## src/design/mcfe_pkg.sv

```systemverilog
// Shared types and constants for the motor command frame encoder.
// No dependencies.
package mcfe_pkg;

    localparam int LANES     = 5;
    localparam int DIV_STEPS = 16;
    localparam int FIFO_AW   = 2;

    typedef enum logic [1:0] {
        KIND_CTRL  = 2'd0,
        KIND_MOTOR = 2'd1,
        KIND_RESET = 2'd2,
        KIND_ZERO  = 2'd3
    } t_kind;

    typedef enum logic [2:0] {
        REG_MOTOR_ID  = 3'd0,
        REG_POS_MIN   = 3'd1,
        REG_POS_MAX   = 3'd2,
        REG_VEL_LIM   = 3'd3,
        REG_KP_MAX    = 3'd4,
        REG_KD_MAX    = 3'd5,
        REG_TRQ_LIM   = 3'd6
    } t_reg;

    localparam logic [10:0] RST_MOTOR_ID = 11'd1;
    localparam logic [31:0] RST_POS_MIN  = 32'hFFF3_8000;
    localparam logic [31:0] RST_POS_MAX  = 32'h000C_8000;
    localparam logic [30:0] RST_VEL_LIM  = 31'd2949120;
    localparam logic [30:0] RST_KP_MAX   = 31'd32768000;
    localparam logic [30:0] RST_KD_MAX   = 31'd327680;
    localparam logic [30:0] RST_TRQ_LIM  = 31'd1179648;

    localparam logic [7:0]  BYTE_FILL  = 8'hFF;
    localparam logic [7:0]  BYTE_MOTOR = 8'hFC;
    localparam logic [7:0]  BYTE_RESET = 8'hFD;
    localparam logic [7:0]  BYTE_ZERO  = 8'hFE;

    typedef struct packed {
        logic signed [31:0] pos_min;
        logic signed [31:0] pos_max;
        logic [30:0]        vel_lim;
        logic [30:0]        kp_max;
        logic [30:0]        kd_max;
        logic [30:0]        trq_lim;
    } t_cfg;

    // One quantiser lane: clamped offset, range span and a valid-range flag
    typedef struct packed {
        logic        ok;
        logic [32:0] d;
        logic [32:0] span;
    } t_lane;

    typedef struct packed {
        t_kind               kind;
        t_lane [LANES-1:0]   lane;
    } t_item;

endpackage

```

## src/design/mcfe_front.sv

```systemverilog
// Front end: accepts command transactions, clamps each value to its range.
// Depends on mcfe_pkg.
module mcfe_front import mcfe_pkg::*; (
    input  logic               i_clk,
    input  logic               i_rst_n,
    input  t_cfg               i_cfg,
    input  logic               i_valid,
    input  logic               i_room,
    input  logic [1:0]         i_kind,
    input  logic signed [31:0] i_position,
    input  logic signed [31:0] i_velocity,
    input  logic signed [31:0] i_kp_gain,
    input  logic signed [31:0] i_kd_gain,
    input  logic signed [31:0] i_torque,
    output logic               o_ready,
    output logic               o_push,
    output t_item              o_item
);

    logic  r_fv;
    t_item r_item;
    t_item n_item;

    function automatic t_lane clamp_lane(input logic signed [33:0] x,
                                         input logic signed [33:0] lo,
                                         input logic signed [33:0] hi);
        t_lane              l;
        logic signed [33:0] xc;
        logic signed [33:0] d;
        logic signed [33:0] s;
        xc = (x < lo) ? lo : ((x > hi) ? hi : x);
        d  = xc - lo;
        s  = hi - lo;
        l.ok   = (hi > lo);
        l.d    = d[32:0];
        l.span = s[32:0];
        return l;
    endfunction

    assign o_ready = i_room;

    // Classify and clamp
    always_comb begin
        n_item.kind    = t_kind'(i_kind);
        n_item.lane[0] = clamp_lane(34'(i_position), 34'(i_cfg.pos_min), 34'(i_cfg.pos_max));
        n_item.lane[1] = clamp_lane(34'(i_velocity), -$signed({3'b000, i_cfg.vel_lim}),
                                    $signed({3'b000, i_cfg.vel_lim}));
        n_item.lane[2] = clamp_lane(34'(i_kp_gain), 34'sd0, $signed({3'b000, i_cfg.kp_max}));
        n_item.lane[3] = clamp_lane(34'(i_kd_gain), 34'sd0, $signed({3'b000, i_cfg.kd_max}));
        n_item.lane[4] = clamp_lane(34'(i_torque), -$signed({3'b000, i_cfg.trq_lim}),
                                    $signed({3'b000, i_cfg.trq_lim}));
    end

    // Register the classified transaction
    always_ff @(posedge i_clk) begin
        if (!i_rst_n) begin
            r_fv <= 1'b0;
        end else begin
            r_fv <= i_valid && i_room;
        end
        if (i_valid && i_room) begin
            r_item <= n_item;
        end
    end

    assign o_push = r_fv;
    assign o_item = r_item;

endmodule

```

## config.mk

```make
export PLATFORM = sky130hd
export DESIGN_NAME = mcfe_front
export DESIGN_NICKNAME = d
export VERILOG_FILES = /design/src/design/mcfe_pkg.sv /design/src/design/mcfe_front.sv
export SDC_FILE = /design/constraint.sdc
export NUM_CORES = 1
export LEC_CHECK = 0
export BUFFER_PORTS_ARGS = -buffer_cell sky130_fd_sc_hd__buf_2
export CAP_MARGIN = 20
export CORE_AREA = 2 2 272 274
export DETAILED_ROUTE_END_ITERATION = 6
export DIE_AREA = 0 0 274 276
export GPL_TIMING_DRIVEN = 0
export SYNTH_ARGS = -nofsm -noshare
export SYNTH_HDL_FRONTEND = slang
export SYNTH_SLANG_ARGS = --single-unit
export TNS_END_PERCENT = 10
```

## constraint.sdc

```tcl
create_clock -name i_clk -period 10.62 [get_ports i_clk]
set_clock_uncertainty 0.2 [all_clocks]
set_input_delay 0 -clock i_clk [delete_from_list [all_inputs] [get_ports i_clk]]
set_output_delay 0 -clock i_clk [all_outputs]
set_load 0.02 [all_outputs]
```

==> flow_summary.ini, run 1 <==
[sta]
hold_violations = 0
finalSetupViolCount = 0
drv_slew = 0
grt_setup_unrepaired = false
finalCritPeriodShare_pct = 87.59
tns_ps = 0
fmax_ghz = 0.1075
worst_pin_slew_ps = 1085
relSlewSlack_pct = 27.05
min_period_ps = 9302

[cts]
cts_resized = 0
cts_setup_buffers = 0
clkSinkCount = 330
clk_path_buf_depth = 3
tritoncts = done
cts_buffers = 43
root_buffer = clkbuf_16
clk_pin_slew_worst_paths_ps = 60
h-tree-depth = 2
cts_hold_buffers = 456

[logic_synthesis]
synth_compound_area_share_pct = 15.85
yosys-top-cells-area = edfxtp_1, ha_1, mux2i_1, xnor2_1, inv_1
synth-xor-area-share_pct = 6.849
synthAdderAreaFrac_pct = 18.85
synth_simple_gate_area_share_pct = 13.52
synth.distinct_cells = 98
synth_top_family_by_area = adder cells
yosysTopAreaCell = edfxtp_1
yosysSeqAreaShare_pct = 32.96
avgSynthCellArea_um2 = 9.586
yosys_warnings = 0
async_flop_share_pct = 0
synth_top_area_share_pct = 32.90
synth_enable_flop_cells = 329
synthMuxAreaShare_pct = 6.608
synth_seq_cells = 330
syn_inst = 3133
syn-cell-area_um2 = 30030
synth_flop_cell = edfxtp_1

[cells_and_area]
final_util_pct = 56.58
mostFrequentLayoutCells = buf_2, dlygate4sd3_1, ha_1
finalNetCount = 5139
syn_to_final_growth_pct = 36.75
final_common_cell = buf_2
stdcell_count = 5352
drive_gt1_share_pct = 19.33

[floorplan]
row_count = 99
die-area_um2 = 75620
die_x_um = 274
start_util_pct = 41.37
die_h_um = 276
io_pins = 693
core_area_um2 = 72590

[setup_path]
path_max_fanout = 10
start_kind = primary input
max_stage_delay_ps = 660
cp_slowest_cell = nor4_4
endpoint_kind = flop
arrival_ps = 9390
cp_common_cell = o21ai_0
crit_type = primary input to flop
critPathLaunch = i_cfg[8]
cp.required_ps = 10700

[worst_hold_path]
min_path_cells = 2
min-delay-path-class = primary input to flop
min_from = i_cfg[74]
hold_end = o_item[146]

[routing]
drt_iter0_markers = 1616
wl_per_cell_um = 20.36
vias = 28412
post_drt_via_cell_ratio = 5.309
detail_route.wirelength_mm = 109.0
first_pass_iters = 5
route.detailed.drc = 0
ant_nets = 0

[power]
powerDensity_nw_per_um2 = 129.2
swShare_pct = 33.90
p_int_uw = 3508
clockPowerShare_pct = 31.4
power_leakage_uw = 0.01905
ir_worst_vdd_v = 0.0001310
p_comb_share_pct = 37.0
p_switching_uw = 1799
power_frac_seq_pct = 31.6

[global_route]
grt_pass1_wl_mm = 164.2
grt_max_degree = 69
grt_use_total_pct = 27.87
antenna_found_initial = 35
overflow = 0
first_global_vias = 28603

[job]
max_cap_violations = 0

[placement]
place_congestion = 0.9788
place_inst = 4792
hpwlAfterDp_mm = 85.70
io_buffer_count = 686

[outcome]
status = finished, final reports clean
## cell families after synthesis
| group | Yosys count |
|---|---|
| adder cells (fa/ha/maj) | 450 |
| multiplexers | 197 |
| AO/OA/AOI/OAI | 742 |
| other | 1 |
| flip-flops | 330 |
| buffers and inverters | 413 |
| AND/OR/NAND/NOR | 766 |
| XOR/XNOR | 234 |
## worst max-delay path by stage
| stage | to | cells after the start |
|---|---|---|
| 2_1_floorplan | o_item[0] | 1 |
| 3_3_place_gp | o_item[330] | 2 |
| 3_5_place_dp | o_item[332] | 34 |
| 4_1_cts | o_item[332] | 35 |
| 5_1_grt | o_item[330] | 35 |
| 6_report | o_item[330] | 34 |
## cells in the mapped netlist (8+ instances only)
cell type  number
nor4_1         33
nand4_1        83
nand3_1        48
or3_1          15
o21ai_0       173
nand2b_1       59
mux2_2          9
nor3_1         38
a21o_1        137
a31oi_1        25
and2_1         13
edfxtp_1      329
or2_2           8
o21a_1         35
xor2_1         82
a21oi_1       198
o21ai_1        17
inv_1         335
a211oi_1       21
buf_4           9
ha_1          446
nand2_1       150
o31ai_1         9
a21boi_0       10
and3_1         16
nand3b_1       35
o211ai_1        9
nor2b_1        43
mux2i_1       187
nor2_1        181
xnor2_1       151
o221ai_1        8
and4_1          9
clkbuf_1       56
o21bai_1       14
## state kept, by name, summed over array words and instances (netlist names)
register and flops:
o_item 329, o_push 1
## worst max-delay path, delay by kind of cell
| family | cells | cell delay (ps) |
|---|---|---|
| AO/OA/AOI/OAI | 17 | 4100 |
| adder cells (fa/ha/maj) | 3 | 1020 |
| buffers and inverters | 7 | 2170 |
| AND/OR/NAND/NOR | 7 | 2090 |
## final cells by class
type / count / area [um2]
Sequential cell: 330 / 9899
Clock inverter: 29 / 466.7
Multi-Input combinational cell: 2397 / 18560
Timing Repair Buffer: 1150 / 8159
Buffer: 77 / 345.3
Antenna cell: 26 / 65.06
Fill cell: 6526 / 31520
Inverter: 336 / 1261
Tap cell: 959 / 1200
Clock buffer: 48 / 1116
## power by group through the flow
stage | registers, uW | clock network (uW) | logic [uW]
floorplan | 1890 | 0 | 982
global placement | 1730 | 0 | 1710
detailed placement | 1700 | 0 | 1720
CTS | 1680 | 1700 | 1940
global route | 1690 | 1750 | 2140
finish | 1680 | 1670 | 1960
## routing by layer
layer | up-vias | track usage [%] | part of all wire, %
met2 | 992 | 47.69 | 48
met3 | 262 | 6.800 | 7.4
met1 | 13198 | 31.23 | 38
met4 | 18 | 16.54 | 6.3
met5 | - | 0 | 0.11
li1 | 13942 | - | -
## per-stage QoR
step	power, uW	setup WS [ps]	instance area (um2)	hold slack (ps)
global route	5581	713.6	41060	17.36
finish	5307	1318	41070	7.973
detailed placement	3428	1362	34840	-21.30
floorplan	2876	2276	30060	-101.1
global placement	3442	-1866	34690	-21.97
CTS	5323	1437	41000	0.01710
Note: power is estimated with default switching activity, not from simulation.
==> inputs of run 2 (changes only) <==
Settings changed: CELL_PAD_IN_SITES_DETAIL_PLACEMENT from default to 1, CELL_PAD_IN_SITES_GLOBAL_PLACEMENT from default to 1, CORE_AREA 2 2 272 274 to default, CORE_UTILIZATION from default to 38, DIE_AREA 0 0 274 276 to default, PLACE_DENSITY_LB_ADDON from default to 0.1.
Clock period 10.62 ns to 7.6 ns, I/O delays scaled along.
==> run 2 against run 1 <==
  * First-iteration DRC count up 17%
  * Global-route usage rose by 3.0 points
  * Clock power rose by 40%
  * Highest routed layer unchanged
  * Sequential share of layout area decreased by 0.60 points
  * Critical path depth fell by 4
  * Combinational power increased by 51%
  * Critical path type unchanged
==> flow_summary.ini, run 2 (synthesis results as in run 1) <==
[setup_path]
path_max_fanout = 10
start_kind = primary input
cp_common_cell = a21oi_1
cp_slowest_cell = dlygate4sd3_1
endpoint_kind = flop
crit_type = primary input to flop
arrival_ps = 7610
max_stage_delay_ps = 590
cp.required_ps = 7760

[routing]
wl_per_cell_um = 23.68
first_pass_iters = 5
post_drt_via_cell_ratio = 5.484
ant_nets = 0
detail_route.wirelength_mm = 130.5
vias = 30218
route.detailed.drc = 0
drt_iter0_markers = 1891

[worst_hold_path]
hold_end = o_item[41]
min_from = i_cfg[132]
min_path_cells = 5
min-delay-path-class = primary input to flop

[sta]
finalCritPeriodShare_pct = 98.06
relSlewSlack_pct = 33.13
grt_setup_unrepaired = true
hold_violations = 0
fmax_ghz = 0.1342
fin_ws_ps = 147.3
holdWs_ps = 20.85
worst_pin_slew_ps = 997.0
finalSetupViolCount = 0
min_period_ps = 7453
drv_slew = 0

[placement]
pre_cts_slack_ps = -2041
hpwlAfterDp_mm = 91.13
io_buffer_count = 686
place_congestion = 0.9066
place_area_um2 = 34940

[cts]
tritoncts = done
cts_buffers = 44
clkSinkCount = 330
root_buffer = clkbuf_16
h-tree-depth = 2
clk_path_buf_depth = 3
clk_pin_slew_worst_paths_ps = 70

[global_route]
first_global_vias = 31796
grt_max_degree = 68
overflow = 0
grt_use_total_pct = 30.83
grt_pass1_wl_mm = 193.4
antenna_found_initial = 41

[cells_and_area]
fill_cells = 9087
finalNetCount = 5206
largest_reg_flops = 329
drive_gt1_share_pct = 20.15
mostFrequentLayoutCells = buf_2, dlygate4sd3_1, ha_1
syn_to_final_growth_pct = 40.22
final_util_pct = 54.09
final_common_cell = buf_2
stdcell_area_um2 = 42110

[floorplan]
die_h_um = 283.1
core_area_um2 = 77850
row_count = 102
die_x_um = 283.1
die-area_um2 = 80160
io_pins = 693
start_util_pct = 38.58

[power]
power_leakage_uw = 0.01942
powerDensity_nw_per_um2 = 182.0
ir_worst_vdd_v = 0.0001911
power.total_uw = 7663

[outcome]
status = finished, final reports clean

[job]
max_cap_violations = 0
run 2: report_power, final:
group / internal (uW) / total, uW / switching, uW
registers: 2290 / 2360 / 69.1
clock network: 1370 / 2340 / 973
logic: 1250 / 2960 / 1720
total: 4910 / 7660 / 2760
run 2: worst max-delay path, delay by kind of cell:
kind,cells,cell delay (ps)
compound gates,15,3110
xor+xnor,1,70
fa+ha+maj,2,800
buf+inv,6,2650
mux,2,450
simple gates,4,510
run 2: stage by stage:
stage	TNS [ps]	cells
detailed placement	-47990	4872
global placement	-47270	4866
CTS	0	5471
global route	-166.0	5508
floorplan	0	3140
finish	0	5510
run 2: final cells by class:
| cell class | count | area [um2] | share of cell area [%] |
|---|---|---|---|
| buffer | 74 | 360.3 | 0.8557 |
| clock buffer | 49 | 1141 | 2.710 |
| inverter | 336 | 1261 | 2.995 |
| tap | 1040 | 1301 | 3.090 |
| clock inverter | 32 | 412.9 | 0.9805 |
| antenna | 33 | 82.58 | 0.1961 |
| multi-input combinational | 2397 | 18820 | 44.69 |
| sequential | 330 | 9899 | 23.51 |
| timing repair buffer | 1219 | 8833 | 20.98 |
run 2: worst max-delay path by stage:
stage,startpoint,to,slack [ps],cells past startpoint
floorplan,i_cfg[8],o_item[332],410,32
global placement,i_cfg[1],o_item[332],-2000,34
detailed placement,i_cfg[1],o_item[332],-2040,34
CTS,i_cfg[18],o_item[330],0.2,31
global route,i_cfg[11],o_item[326],-100,26
finish,i_position[1],o_item[61],150,30
run 2: timing repair:
item | CTS | global route
endpoints found under the setup margin | 34 | 35
pin swaps | 4 | 12
hold endpoints to repair | 321 | 0
hold buffers | 516 | 0
resized for setup | 31 | 49
buffers inserted | 3 | 8
run 2: routing by layer:
metal	global-route usage (%)	share of wire [%]	routed length (um)
met2	53.08	48	62960
met3	6.063	6.4	8316
met5	0	0.10	136
met4	13.36	5.0	6512
met1	37.18	40	52550
